[src/hdl/lap_pkg.sv]
// shared widths, reset values and types of the laplacian edge filter
// no dependencies
package lap_pkg;

    localparam int PIX_W         = 8;
    localparam int COL_W         = 10;
    localparam int ROW_W         = 12;
    localparam int WIDTH_REG_W   = 11;
    localparam int HEIGHT_REG_W  = 13;
    localparam int CFG_DATA_W    = 13;
    localparam int CFG_IDX_W     = 2;
    localparam int CMP_W         = 14;
    localparam int DEF_MAX_WIDTH = 1024;
    localparam int MAX_HEIGHT    = 4096;
    localparam int MIN_DIM       = 3;
    localparam int RST_WIDTH     = 640;
    localparam int RST_HEIGHT    = 480;
    localparam int SUM_W         = 12;

    typedef enum logic [CFG_IDX_W-1:0] {
        CFG_WIDTH  = 2'd0,
        CFG_HEIGHT = 2'd1
    } t_cfg_idx;

    // pixel in flight between the line store read and the filter
    typedef struct packed {
        logic             valid;
        logic [PIX_W-1:0] px;
        logic [COL_W-1:0] ccol;
        logic [ROW_W-1:0] crow;
        logic             produce;
        logic             frame_end;
    } t_tag;

endpackage

[src/hdl/lap_ctrl.sv]
// configuration registers, raster counters, line store read and stage-1 tag
// depends on lap_pkg
module lap_ctrl import lap_pkg::*; #(
    parameter int MAX_WIDTH = DEF_MAX_WIDTH
) (
    input  logic                         i_clk,
    input  logic                         i_rst_n,
    input  logic                         i_cfg_valid,
    input  logic [CFG_IDX_W-1:0]         i_cfg_index,
    input  logic [CFG_DATA_W-1:0]        i_cfg_data,
    input  logic                         i_pix_valid,
    input  logic [PIX_W-1:0]             i_pixel,
    output logic                         o_pix_stall,
    input  logic                         i_s1_ready,
    output logic                         o_rd_en,
    output logic [$clog2(MAX_WIDTH)-1:0] o_rd_addr,
    output t_tag                         o_tag,
    output logic [$clog2(MAX_WIDTH)-1:0] o_s1_col
);

    localparam int CW = $clog2(MAX_WIDTH);

    logic [WIDTH_REG_W-1:0]  r_width;
    logic [HEIGHT_REG_W-1:0] r_height;
    logic [CW-1:0]           r_col;
    logic [ROW_W-1:0]        r_row;
    t_tag                    r_s1;
    logic [CW-1:0]           r_s1_col;

    logic [CMP_W-1:0]        eff_w;
    logic [HEIGHT_REG_W-1:0] eff_h;
    logic                    last_col;
    logic                    last_row;
    logic                    accept;
    logic                    cfg_hit;
    logic [31:0]             col_m1;

    always_comb begin
        eff_w = CMP_W'(r_width);
        if (eff_w < CMP_W'(MIN_DIM)) begin
            eff_w = CMP_W'(MIN_DIM);
        end else if (eff_w > CMP_W'(MAX_WIDTH)) begin
            eff_w = CMP_W'(MAX_WIDTH);
        end
        eff_h = r_height;
        if (eff_h < HEIGHT_REG_W'(MIN_DIM)) begin
            eff_h = HEIGHT_REG_W'(MIN_DIM);
        end else if (eff_h > HEIGHT_REG_W'(MAX_HEIGHT)) begin
            eff_h = HEIGHT_REG_W'(MAX_HEIGHT);
        end
    end

    assign last_col = (CMP_W'(r_col) + CMP_W'(1)) >= eff_w;
    assign last_row = (HEIGHT_REG_W'(r_row) + HEIGHT_REG_W'(1)) >= eff_h;
    assign col_m1   = 32'(r_col) - 32'd1;

    assign accept      = i_pix_valid && (!r_s1.valid || i_s1_ready);
    assign o_pix_stall = r_s1.valid && !i_s1_ready;

    always_comb begin
        unique case (i_cfg_index)
            CFG_WIDTH, CFG_HEIGHT: cfg_hit = i_cfg_valid;
            default:               cfg_hit = 1'b0;
        endcase
    end

    always_ff @(posedge i_clk) begin
        if (!i_rst_n) begin
            r_width  <= WIDTH_REG_W'(RST_WIDTH);
            r_height <= HEIGHT_REG_W'(RST_HEIGHT);
            r_col    <= '0;
            r_row    <= '0;
        end else if (cfg_hit) begin
            if (i_cfg_index == CFG_WIDTH) begin
                r_width <= i_cfg_data[WIDTH_REG_W-1:0];
            end else begin
                r_height <= i_cfg_data;
            end
            r_col <= '0;
            r_row <= '0;
        end else if (accept) begin
            if (last_col) begin
                r_col <= '0;
                r_row <= last_row ? '0 : r_row + ROW_W'(1);
            end else begin
                r_col <= r_col + CW'(1);
            end
        end
    end

    always_ff @(posedge i_clk) begin
        if (!i_rst_n) begin
            r_s1.valid <= 1'b0;
        end else if (accept) begin
            r_s1.valid <= 1'b1;
        end else if (i_s1_ready) begin
            r_s1.valid <= 1'b0;
        end
        if (accept) begin
            r_s1.px        <= i_pixel;
            r_s1.ccol      <= col_m1[COL_W-1:0];
            r_s1.crow      <= r_row - ROW_W'(1);
            r_s1.produce   <= (r_col >= CW'(2)) && (r_row >= ROW_W'(2));
            r_s1.frame_end <= last_col && last_row;
            r_s1_col       <= r_col;
        end
    end

    assign o_rd_en   = accept;
    assign o_rd_addr = r_col;
    assign o_tag     = r_s1;
    assign o_s1_col  = r_s1_col;

endmodule

[config.mk]
export PLATFORM = sky130hd
export DESIGN_NAME = lap_ctrl
export DESIGN_NICKNAME = d
export VERILOG_FILES = /design/src/hdl/lap_pkg.sv /design/src/hdl/lap_ctrl.sv
export SDC_FILE = /design/constraint.sdc
export NUM_CORES = 1
export LEC_CHECK = 0
export ABC_AREA = 1
export BUFFER_PORTS_ARGS = -buffer_cell sky130_fd_sc_hd__clkbuf_2
export CAP_MARGIN = 20
export CORE_UTILIZATION = 60
export DETAILED_ROUTE_END_ITERATION = 10
export PLACE_DENSITY = 0.93
export SLEW_MARGIN = 10
export SYNTH_ARGS = -nofsm -noshare
export SYNTH_HDL_FRONTEND = slang
export SYNTH_SLANG_ARGS = --single-unit
[constraint.sdc]
create_clock -name i_clk -period 5.55 [get_ports i_clk]
set_input_delay 1.11 -clock i_clk [delete_from_list [all_inputs] [get_ports i_clk]]
set_output_delay 1.11 -clock i_clk [all_outputs]
set_load 0.005 [all_outputs]
# [Word level (Yosys, flattened, before mapping)]
# Index checks and enable logic that the tools add are counted.
[word_totals] word_cells=51 register_bits=89 out_inout_bits=55 in_bits=28
[classes] reduce_logical=14 n_bitwise=2 order_cmp=8 n_addsub=6 n_eq_ne=1 n_mux=9
[ops] op="$mux 13" n=2
[ops] op="$mux 11" n=2
[ops] op="$ge 11x14->1" n=1
[ops] op="$add 12x1->13 const B" n=1
[ops] op="$ge 13x13->1" n=1
[ops] op="$gt 13x13->1 const B" n=1
[ops] op="$lt 13x2->1 const B" n=1
[ops] op="$add 12x1->12 const B" n=1
[ops] op="$ge 12x2->1 const B" n=1
[ops] op="$mux 12" n=1
[ops] op="$sub 12x1->12 const B" n=1
[ops] op="$add 10x1->11 const B" n=1
[ops] op="$gt 11x11->1 const B" n=1
[ops] op="$lt 11x2->1 const B" n=1
[ops] op="$add 10x1->10 const B" n=1
[ops] op="$ge 10x2->1 const B" n=1
[ops] op="$mux 10" n=1
[ops] op="$sub 10x1->10 const B" n=1
[ops] op="$reduce_and 2->1" n=3
[ops] op="$logic_and 1x1->1" n=4
[ops] op="$reduce_or 2->1" n=2
[ops] op="$mux 1" n=3
[ops] op="$eq 2x1->1 const B" n=1
[ops] op="$logic_not 1->1" n=2
[ops] op="4 further kinds" n=5

# [Depth between registers and ports, before layout]
[depth] depth_word=5 mapped_depth=19 ltp_nobuf=18

# [Worst setup path before layout]
# OpenSTA, ideal clock, no wires.
[synth_timing] kind="in2out" from="input i_s1_ready" to="output o_rd_en" setup_slack_ns=1.645 path_buffers=1 arrival_ns=2.795 required_ns=4.440 stages=5 path_cell_list="inv_1 nand2_1 nand2_1 inv_1 buf_1"
[synth_between] elab_chain_len=2
[synth_lines] item="start: declaration" line_no="lap_ctrl.sv:14" source="input logic i_s1_ready,"
[synth_lines] item="$logic_or 1x1->1" line_no="lap_ctrl.sv:57" source="assign accept = i_pix_valid && (!r_s1.valid || i_s1_ready);"
[synth_lines] item="$logic_and 1x1->1" line_no="lap_ctrl.sv:57"
[synth_lines] item="end: declaration" line_no="lap_ctrl.sv:15" source="output logic o_rd_en,"
# Every way passes these cells.

# [Worst setup path in the final report]
# Ends and elaborated chain as after synthesis.

==> summary.txt <==
Final Max Slew Viols: 0
Top Ports: 83
Die H: 91.0 um
Ant. Diodes: 0
Clk slew on worst S/H paths: 0.09 ns
Internal power: 1.03 mW
Fin util: 70.6%
Initial antenna violation count: 0
Clock latency on the worst-skew pair: 0.36 ns
Global-route wire length before repair: 17400 um
Synth top area share: 26.5%
Setup Crit Path Kind: in -> out
Worst Path Arrival: 2.46 ns
Final #Nets: 709
Synthesis Warnings: 0
Syn Inst Count: 571
Top_reg_cell synth: dfxtp_1
Most common cell in the netlist: nand2_1
Total gr overflow: 0
Max_slew headroom: 58.2%
Leading area contributor after synthesis: edfxtp_1
Worst setup SP type: input port
Via density: 5.45
Commonest cells post-synth: 140 x nand2_1, 73 x inv_1, 72 x nor2_1, 47 x dfxtp_1, 42 x edfxtp_1
Register area: 2200 um2
Drt initial violations: 328
Final worst setup slack: 1.98 ns
Post-detailed-route count of antenna-violating nets: 0
Synthesized flop and latch total: 89
Net Sw Power: 386 uW
Largest family of logic cells by synthesized area: simple AND/OR/NAND/NOR gates
CTS tree: built
Share of layout cells above drive strength 1: 18.9%
GP Congestion: 0.844
DPL Wire Length: 7720 um
DRC: 0
Final count of hold timing violations: 0
Number of detailed-route iterations in the first pass: 5
Multi-input gate area: 2190 um2
Top Layer Used: met4
TritonCTS buffer count: 9
PwrDens: 261 nW/um2
Total GRT Usage: 26.2%
IO buf count: 82
Synth Area in XOR/XNOR: 5.50%
Power share of the clock group: 32.7%
Vias in the first global route: 3834
Post-CTS setup repair buffer count: 0
Max-cap viol count: 0
Layout Cells excl Fill: 758
Slowest stage delay, CP: 0.51 ns
Setup_tns: 0 ns
CP max-delay cell: buf_4
Fraction of synthesized area in multiplexers: 0.211%
Final-layout fill cell count: 595
Final setup fails: 0
Met3 routed WL: 639 um
CP Data Required Time: 4.44 ns
Die X: 91.0 um
Metal-1 WL: 4400 um
Seq/Total Area, Yosys: 46.4%
Adder-cell share of the synthesized area: 7.90%
Crit path max fanout: 54
Initial Utilization: 61.8%
Syn-to-layout area delta: 14.2%
WHS: 0.475 ns
VDD IR-drop max: 134 uV
Fraction of registers with async set/reset: 0%
Reg power frac: 53.4%
Worst slew pin tran: 0.628 ns
Place WS: 1.98 ns
Clk_skew: 0.00790 ns
Number of synthesized flops with an enable pin: 42
Clock tree root driver cell: clkbuf_8
Synthesized Nets: 629
Unrepaired setup endpoints after global routing: no
Combinational power share: 13.9%
Largest net degree at the start of global routing: 55
Synth area leaders: edfxtp_1 27%, dfxtp_1 20%, nand2_1 11%
Cell Area, Synth: 4750 um2
WL final: 10600 um
Period Utilization, post-route: 64.3%
Synth Area in Compound Gates: 7.45%
Placed cells: 742
CP Capture Type: output pin
Die area: 8280 um2
CTS resizes: 0
Fin crit period: 3.57 ns
Wire per inst: 14.0 um
Clock buffer depth: 2
Bufs and invs on worst path: 5
Leakage: 2.62 nW
CP top delay family: buffers and inverters
Cell Chain, Critical Path: clkbuf_2 -> inv_1 -> nand2_1 -> nand2_1 -> inv_2 -> buf_4 -> clkbuf_2
H-tree depth: 3
Hold WC Path Type: reg -> reg
Placement Rows: 32
Clk sinks: 89
Cts-stage hold buffer count: 0
Simple-gate area share of the yosys netlist: 25.0%
Fmax achieved: 280 MHz
CORE AREA: 7690 um2
Routed wl met2: 5340 um
Vias: 4130
Mean post-synth cell area: 8.32 um2
Switching share of total power: 27.3%
Status: completed
Library cells used by synthesis: 37
[through the flow]
step	cell area [um2]	power, mW
after floorplan	4750	0.890
after global placement	5220	0.947
after detailed placement	5220	0.963
after CTS	5430	1.42
after global routing	5430	1.47
final	5430	1.42
[cells in the final DEF, fill, tap and decap left out, types with 5 or more instances in the layout]
| cell | Yosys | layout |
|---|---|---|
| dfxtp_1 | 47 | 47 |
| nand4_1 | 5 | 5 |
| nor2_1 | 72 | 72 |
| xor2_1 | 28 | 28 |
| clkbuf_2 | 0 | 82 |
| o21ai_0 | 21 | 21 |
| nand2_2 | 5 | 5 |
| edfxtp_1 | 42 | 42 |
| nand3_1 | 29 | 29 |
| nand2_1 | 140 | 140 |
| inv_1 | 73 | 72 |
| clkbuf_8 | 0 | 10 |
| o21ai_1 | 6 | 6 |
| a21oi_1 | 27 | 27 |
| ha_1 | 30 | 30 |
[worst paths after layout]
kind	from	to	slack [ns]	depth (start not counted)
worst max-delay path	i_s1_ready	o_rd_en	1.98	7
worst min-delay path	r_height[2]	r_height[2]	0.47	2
worst max register to register	r_row[0]	o_tag[0]	2.62	14
worst min register to register	r_height[2]	r_height[2]	0.47	2
[power by group through the flow]
stage | clock network [mW] | registers [mW] | logic, mW
after detailed placement | 0 | 0.770 | 0.193
after CTS | 0.465 | 0.755 | 0.197
after global placement | 0 | 0.767 | 0.180
final | 0.463 | 0.755 | 0.197
after global routing | 0.487 | 0.759 | 0.221
after floorplan | 0 | 0.768 | 0.122
[sequential cells by signal, summed over array words and instances, names as in the netlist]
name       cells
r_row         12
o_rd_addr     10
r_width       11
r_height      13
o_tag         33
o_s1_col      10
[kinds of logic (layout without fill, tap and decap cells)]
logic type / count (synthesis) / in the layout
AOI/OAI and AO/OA: 62 / 62
xor gates and xnor gates: 29 / 29
adders and majority gates: 30 / 30
buffers and inverters: 90 / 175
DFF: 89 / 89
muxes: 1 / 1
and+or+nand+nor: 270 / 270
[per-layer routing]
metal	vias up	global-route usage (%)
li1	1997	-
met1	1921	32.9
met2	183	45.3
met3	29	3.52
met4	0	11.5
met5	-	0
[layout make-up]
type / instances / share of cell area, %
clock buffers: 11 / 2.61
flip-flops and latches: 89 / 40.6
well taps: 102 / 2.35
clock inverters: 5 / 1.15
inverters: 76 / 5.26
multi-input cells: 392 / 40.3
repair buffers: 83 / 7.70
[worst reg2reg max path, delay by kind of cell (launching register included)]
kind	cells	cell delay, ns
and+or+nand+nor	8	1.41
DFF	1	0.47
adders and majority gates	2	0.52
buffers and inverters	3	0.23
AOI/OAI and AO/OA	1	0.05
No activity file was read; power rests on OpenSTA's default activity.
