**src/hdl/lap_pkg.sv**
```systemverilog
// shared widths, reset values and types of the laplacian edge filter
// no dependencies
package lap_pkg;

    localparam int PIX_W         = 8;
    localparam int COL_W         = 10;
    localparam int ROW_W         = 12;
    localparam int WIDTH_REG_W   = 11;
    localparam int HEIGHT_REG_W  = 13;
    localparam int CFG_DATA_W    = 13;
    localparam int CFG_IDX_W     = 2;
    localparam int CMP_W         = 14;
    localparam int DEF_MAX_WIDTH = 1024;
    localparam int MAX_HEIGHT    = 4096;
    localparam int MIN_DIM       = 3;
    localparam int RST_WIDTH     = 640;
    localparam int RST_HEIGHT    = 480;
    localparam int SUM_W         = 12;

    typedef enum logic [CFG_IDX_W-1:0] {
        CFG_WIDTH  = 2'd0,
        CFG_HEIGHT = 2'd1
    } t_cfg_idx;

    // pixel in flight between the line store read and the filter
    typedef struct packed {
        logic             valid;
        logic [PIX_W-1:0] px;
        logic [COL_W-1:0] ccol;
        logic [ROW_W-1:0] crow;
        logic             produce;
        logic             frame_end;
    } t_tag;

endpackage

```
**src/hdl/lap_win.sv**
```systemverilog
// 3x3 window, kernel sum with clamp, line store write-back and output register
// depends on lap_pkg
module lap_win import lap_pkg::*; #(
    parameter int MAX_WIDTH = DEF_MAX_WIDTH
) (
    input  logic                         i_clk,
    input  logic                         i_rst_n,
    input  t_tag                         i_tag,
    input  logic [$clog2(MAX_WIDTH)-1:0] i_s1_col,
    input  logic                         i_rd_en,
    input  logic [$clog2(MAX_WIDTH)-1:0] i_rd_addr,
    input  logic [2*PIX_W-1:0]           i_ram_q,
    output logic                         o_s1_ready,
    output logic                         o_we,
    output logic [$clog2(MAX_WIDTH)-1:0] o_waddr,
    output logic [2*PIX_W-1:0]           o_wdata,
    input  logic                         i_res_stall,
    output logic                         o_res_valid,
    output logic [PIX_W-1:0]             o_edge_value,
    output logic [COL_W-1:0]             o_center_col,
    output logic [ROW_W-1:0]             o_center_row,
    output logic                         o_frame_end
);

    logic [PIX_W-1:0]   r_win [6];
    logic               r_fwd_hit;
    logic [2*PIX_W-1:0] r_fwd_data;
    logic               r_out_valid;
    logic [PIX_W-1:0]   r_edge;
    logic [COL_W-1:0]   r_ccol;
    logic [ROW_W-1:0]   r_crow;
    logic               r_fend;

    logic               out_free;
    logic               adv;
    logic [2*PIX_W-1:0] mem;
    logic [PIX_W-1:0]   top;
    logic [PIX_W-1:0]   mid;
    logic [SUM_W-1:0]   neigh;
    logic [SUM_W-1:0]   acc;
    logic [PIX_W-1:0]   clamped;

    assign out_free   = !r_out_valid || !i_res_stall;
    assign adv        = i_tag.valid && out_free;
    assign o_s1_ready = out_free;

    // a write landing on the address being read would be missed by the ram
    assign mem = r_fwd_hit ? r_fwd_data : i_ram_q;
    assign top = mem[2*PIX_W-1:PIX_W];
    assign mid = mem[PIX_W-1:0];

    assign o_we    = adv;
    assign o_waddr = i_s1_col;
    assign o_wdata = {mid, i_tag.px};

    always_ff @(posedge i_clk) begin
        if (i_rd_en) begin
            r_fwd_hit  <= adv && (i_s1_col == i_rd_addr);
            r_fwd_data <= {mid, i_tag.px};
        end
    end

    always_comb begin
        neigh = SUM_W'(r_win[0]) + SUM_W'(r_win[1]) + SUM_W'(r_win[2]) + SUM_W'(r_win[3])
              + SUM_W'(r_win[5]) + SUM_W'(top) + SUM_W'(mid) + SUM_W'(i_tag.px);
        acc   = (SUM_W'(r_win[4]) << 3) - neigh;
        if (acc[SUM_W-1]) begin
            clamped = '0;
        end else if (acc[SUM_W-2:PIX_W] != '0) begin
            clamped = '1;
        end else begin
            clamped = acc[PIX_W-1:0];
        end
    end

    // entries 0..2 column c-2, 3..5 column c-1, top to bottom
    always_ff @(posedge i_clk) begin
        if (!i_rst_n) begin
            for (int k = 0; k < 6; k++) begin
                r_win[k] <= '0;
            end
        end else if (adv) begin
            r_win[0] <= r_win[3];
            r_win[1] <= r_win[4];
            r_win[2] <= r_win[5];
            r_win[3] <= top;
            r_win[4] <= mid;
            r_win[5] <= i_tag.px;
        end
    end

    always_ff @(posedge i_clk) begin
        if (!i_rst_n) begin
            r_out_valid <= 1'b0;
        end else if (adv) begin
            r_out_valid <= i_tag.produce;
        end else if (out_free) begin
            r_out_valid <= 1'b0;
        end
    end

    always_ff @(posedge i_clk) begin
        if (adv) begin
            r_edge <= clamped;
            r_ccol <= i_tag.ccol;
            r_crow <= i_tag.crow;
            r_fend <= i_tag.frame_end;
        end
    end

    assign o_res_valid  = r_out_valid;
    assign o_edge_value = r_edge;
    assign o_center_col = r_ccol;
    assign o_center_row = r_crow;
    assign o_frame_end  = r_fend;

endmodule

```
**config.mk**
```make
export PLATFORM = sky130hd
export DESIGN_NAME = lap_win
export DESIGN_NICKNAME = d
export VERILOG_FILES = /design/src/hdl/lap_pkg.sv /design/src/hdl/lap_win.sv
export SDC_FILE = /design/constraint.sdc
export NUM_CORES = 1
export LEC_CHECK = 0
export BUFFER_PORTS_ARGS = -buffer_cell sky130_fd_sc_hd__buf_2
export CORE_ASPECT_RATIO = 0.8
export CORE_MARGIN = 3
export CORE_UTILIZATION = 45
export DETAILED_ROUTE_END_ITERATION = 12
export GPL_ROUTABILITY_DRIVEN = 0
export PLACE_DENSITY = 0.74
export REMOVE_ABC_BUFFERS = 1
export SYNTH_ARGS = -nofsm -noshare
export SYNTH_HDL_FRONTEND = slang
export SYNTH_SLANG_ARGS = --single-unit
```
**constraint.sdc**
```tcl
create_clock -name i_clk -period 5.4 [get_ports i_clk]
set_input_delay 1.08 -clock i_clk [delete_from_list [all_inputs] [get_ports i_clk]]
set_output_delay 1.08 -clock i_clk [all_outputs]
set_load 0.02 [all_outputs]
```
=== Word-level counts from Yosys, hierarchy flattened ===
Memory sizes are Yosys's and may differ from the RTL's.
Cells that the tools add are included.

* Bits in writable memories: 48
* Memory bits (read-only): 0
* Register bits: 49
* Latch bits: 0
* Input bits: 73
* Logic and storage cells: 44
* Memories: 1
* Output and inout bits: 60

* $lt $le $gt $ge: 0
* Multiply operators: 0
* Divide/modulo/power cells: 0
* Bitwise gates (word level): 6
* Multiplexer cells: 14
* Shift operators: 0
* Reduce and logical (&&, ||, !) cells: 7
* Equal/unequal tests: 1
* $add $sub $neg: 8

{| class="wikitable"
|+ Memory list
! memory !! depth !! bits a word !! rd ports !! clocked after Yosys merged registers in !! write ports !! line !! RTL
|-
| r_win || 6 || 8 || 6 || 0 || 6 || lap_win.sv:25 || <nowiki>logic [PIX_W-1:0] r_win [6];</nowiki>
|}

{| class="wikitable"
|+ Operators by type and width
! operator !! number
|-
| two-way mux 8 bit || 7
|-
| adder 12 x 8 -> 12 bit || 3
|-
| two-way mux 16 bit || 1
|-
| adder 11 x 8 -> 12 bit || 1
|-
| subtractor 11 x 12 -> 12 bit || 1
|-
| adder 10 x 8 -> 11 bit || 1
|-
| adder 9 x 8 -> 10 bit || 1
|-
| equality test 10 bit || 1
|-
| adder 8 x 8 -> 9 bit || 1
|-
| two-way mux 1 bit || 6
|-
| bitwise OR 1 bit || 6
|-
| nonzero test 3 bit || 1
|-
| logical AND 1 bit || 2
|-
| logical NOT 1 bit || 2
|-
| nonzero test 2 bit || 1
|-
| logical OR 1 bit || 1
|}

=== Logic depth before layout (Yosys ltp) ===
* Depth after elaboration: 10
* Gate-level depth with buffers: 17
* Depth with buffers taken out: 16

=== Least setup slack after synthesis ===
Ideal clock, no wire load.

* Path type: input -> register
* Start: input i_ram_q[1]
* End: register r_edge[6], in the netlist o_edge_value[6], data pin
* Data required time: 5.123 ns
* Setup time: 0.277 ns
* Arrival: 5.203 ns
* Stages: 15
* Path buffers: 0
* Slack: -0.080 ns
* Cells stage by stage: mux2_2 > fa_1 > inv_1 > fa_1 > fa_1 > inv_1 > fa_1 > inv_1 > ha_1 > o21ai_4 > a22oi_2 > or4_1 > a211o_1 > a31oi_4 > a21oi_1

* Cells in the longest elaborated chain, start to end: 6

{| class="wikitable"
|+ Ends and longest elaborated chain
! what !! line !! RTL
|-
| start, declared || lap_win.sv:12 || <nowiki>input logic [2*PIX_W-1:0] i_ram_q,</nowiki>
|-
| two-way mux 16 bit * || lap_win.sv:48 || <nowiki>assign mem = r_fwd_hit ? r_fwd_data : i_ram_q;</nowiki>
|-
| adder 12 x 8 -> 12 bit * (2 in series) || lap_win.sv:65 || <nowiki>+ SUM_W'(r_win[5]) + SUM_W'(top) + SUM_W'(mid) + SUM_W'(i_tag.px);</nowiki>
|-
| subtractor 11 x 12 -> 12 bit * || lap_win.sv:66 || <nowiki>acc = (SUM_W'(r_win[4]) << 3) - neigh;</nowiki>
|-
| nonzero test 3 bit || lap_win.sv:69 || <nowiki>end else if (acc[SUM_W-2:PIX_W] != '0) begin</nowiki>
|-
| two-way mux 8 bit || lap_win.sv:69 ||
|-
| end signal, assigned || lap_win.sv:104 || <nowiki>r_edge <= clamped;</nowiki>
|-
| end, declared || lap_win.sv:29 || <nowiki>logic [PIX_W-1:0] r_edge;</nowiki>
|}

Every way passes the cells marked *; elsewhere a longest branch is shown, timed or not.
A chain may end at the register's enable or synchronous reset.

=== Worst setup path after layout ===
* Start: input i_ram_q[6]
* End: register r_edge[3], in the netlist o_edge_value[3], data pin

The elaborated chain is that of the path after synthesis.

==> summary.txt <==
outcome: complete, no violations
async set or reset register ratio after synthesis: 0
Ports: 133
CP Launch Type: primary input
Yosys top cell area share: 0.493
Seq/Total Area, Yosys: 0.497
YS warnings: 0
final setup fails: 0
CTS tree: yes
Post-Syn Instances: 459
RR Startpoint: r_fwd_hit
FMAX: 190 MHz
die width: 133 µm
# H-tree levels: 3
vias in the first global route: 3901
Slew Limit Fails: 0
Period Utilization, post-route: 0.976
Avg Vias per Cell: 4.64
largest net degree at the start of global routing: 49
input/output buffers: 132
Primary FF master, synth: edfxtp_1
CTS Sinks: 97
Hold/Removal Path Class: reg -> reg
Req. time, crit path: 5.48 ns
number of flops mapped to enable cells by yosys: 96
Yosys cell types: 38
CTS root buf: clkbuf_16
Period minus WS final: 5.27 ns
Mapped Avg Cell Area: 12.7 µm²
ranking of synthesized cells by area: edfxtp_1 49%, fa_1 18%, inv_1 6.7%, ha_1 4.1%, buf_4 3.3%
total CTS buffers: 9
WL/cell: 14.4 µm
# diodes: 0
grt ovf: 0
most frequent cells in the layout: 132 x buf_2, 104 x inv_1, 96 x edfxtp_1
cts hold-fix bufs: 0
overall routing resource usage: 0.165
CP startpoint: i_ram_q[6]
setup_tns: 0 ns
Worst Path Arrival: 5.35 ns
Reg clk slew, reported paths: 0.07 ns
crit end category: register
die height: 108 µm
drt total wl: 11200 µm
Bufs on Longest Clock Path: 2
Seq cells post-synth: 97
leakage power: 3.24 nW
Max Cap Violations: 0
ANT nets after route: 0
drt initial violations: 113
first-pass GRT wire length: 18400 µm
layout cell share with drive strength beyond 1: 0.360
initial antenna violation count: 0
Clock Skews: 0.00801 ns
Worst Path Max Fanout: 8
die area: 14400 µm²
Mapped Area: 5840 µm²
fin util: 0.579
CP Class: in -> reg
# rows: 36
hold path start: o_res_valid
Remaining DRCs: 0
cell taking the most area after synthesis: edfxtp_1
P per Cell Area: 665 nW/µm²
Slew headroom: 0.372
Final Hold Violating Endpoints: 0
Area Growth Syn to Fin: 23.2%
commonest non-fill, non-tap cell in the layout: buf_2
DP Wirelength: 8580 µm
layout net count: 748
vias: 3617
maximum vdd ir drop: 0.000460 V
drt first pass iters: 4
measured slew at the worst slew-check pin: 0.942 ns
CORE AREA: 12400 µm²
Initial Util: 0.470
worst skew pair latency: 0.36 ns
-- layer usage --
layer / share of wire / track usage / up-vias / wire length, µm
met3: 0.048 / 0.0411 / 14 / 539
li1: - / - / 1745 / -
met2: 0.51 / 0.280 / 101 / 5710
met1: 0.42 / 0.206 / 1757 / 4730
met5: 0 / 0 / - / 0
met4: 0.019 / 0.0624 / 0 / 209
-- final timing paths --
kind / endpoint / slack [ns] / cells after the start
setup / recovery: o_edge_value[3] / 0.13 / 16
hold / removal: o_res_valid / 0.56 / 2
setup reg to reg: o_edge_value[3] / 0.29 / 16
hold reg to reg: o_res_valid / 0.56 / 2
-- cell usage after synthesis, types with 2 or more instances --
| master | instances |
|---|---|
| a21oi_1 | 17 |
| nand3_1 | 2 |
| fa_1 | 53 |
| and2_1 | 30 |
| inv_1 | 104 |
| o21ai_0 | 6 |
| nor4_1 | 4 |
| xnor2_1 | 10 |
| xor2_1 | 8 |
| mux2i_1 | 3 |
| clkbuf_1 | 5 |
| nor2_1 | 23 |
| nand2_1 | 13 |
| mux2_2 | 14 |
| edfxtp_1 | 96 |
| buf_4 | 26 |
| nor3_1 | 3 |
| or3_1 | 2 |
| and3_2 | 2 |
| ha_1 | 19 |
| and3_1 | 2 |
-- cell families after synthesis --
family,after synthesis,share of synthesized area
buffers and inverters,136,0.104
flip-flops,97,0.497
AND/OR/NAND/NOR,83,0.0730
adder cells (fa/ha/maj),72,0.222
AO/OA/AOI/OAI,36,0.0446
XOR/XNOR,18,0.0270
multiplexers,17,0.0321
-- state kept, by name (all words and copies together), names as in the netlist --
name / cells
o_center_col: 10
r_fwd_data: 16
r_fwd_hit: 1
o_edge_value: 8
o_res_valid: 1
o_frame_end: 1
r_win: 48
o_center_row: 12
-- layout make-up --
type / count / area [µm²]
multi-input cells: 226 / 2420
flip-flops and latches: 97 / 2900
repair buffers: 165 / 921
inverters: 104 / 390
clock inverters: 6 / 113
well taps: 171 / 214
fillers: 1040 / 5230
clock buffers: 10 / 239
-- worst max-delay path, stage by stage --
cell	delay, ns
buf_2	0.10
mux2_4	0.28
fa_1	0.53
inv_1	0.06
fa_1	0.46
fa_1	0.52
inv_1	0.05
fa_1	0.47
inv_1	0.06
ha_4	0.23
a21oi_4	0.16
o21ai_2	0.08
or4_1	0.47
a211o_1	0.34
a31oi_4	0.34
a21oi_1	0.11
-- power by group --
group          internal [mW]  switching, mW
Sequential             0.947         0.0283
Combinational           1.45           1.61
Clock                  0.468          0.283
-- repair_timing --
item	CTS	global route
resized for setup	0	20
buffers inserted	0	1
endpoints found under the setup margin	0	8
-- through the flow --
stage | cell area (µm²) | setup slack, ns | cells | power (mW) | hold slack, ns
final | 7200 | 0.130 | 779 | 4.79 | 0.555
after global routing | 7200 | -0.00396 | 779 | 5.21 | 0.576
after CTS | 7110 | 0.00720 | 778 | 4.53 | 0.547
after detailed placement | 6750 | -0.354 | 762 | 3.76 | 0.534
after global placement | 6750 | -0.273 | 762 | 3.66 | 0.519
after floorplan | 5620 | -0.139 | 427 | 2.73 | 0.532
No activity file was read; power rests on OpenSTA's default activity.
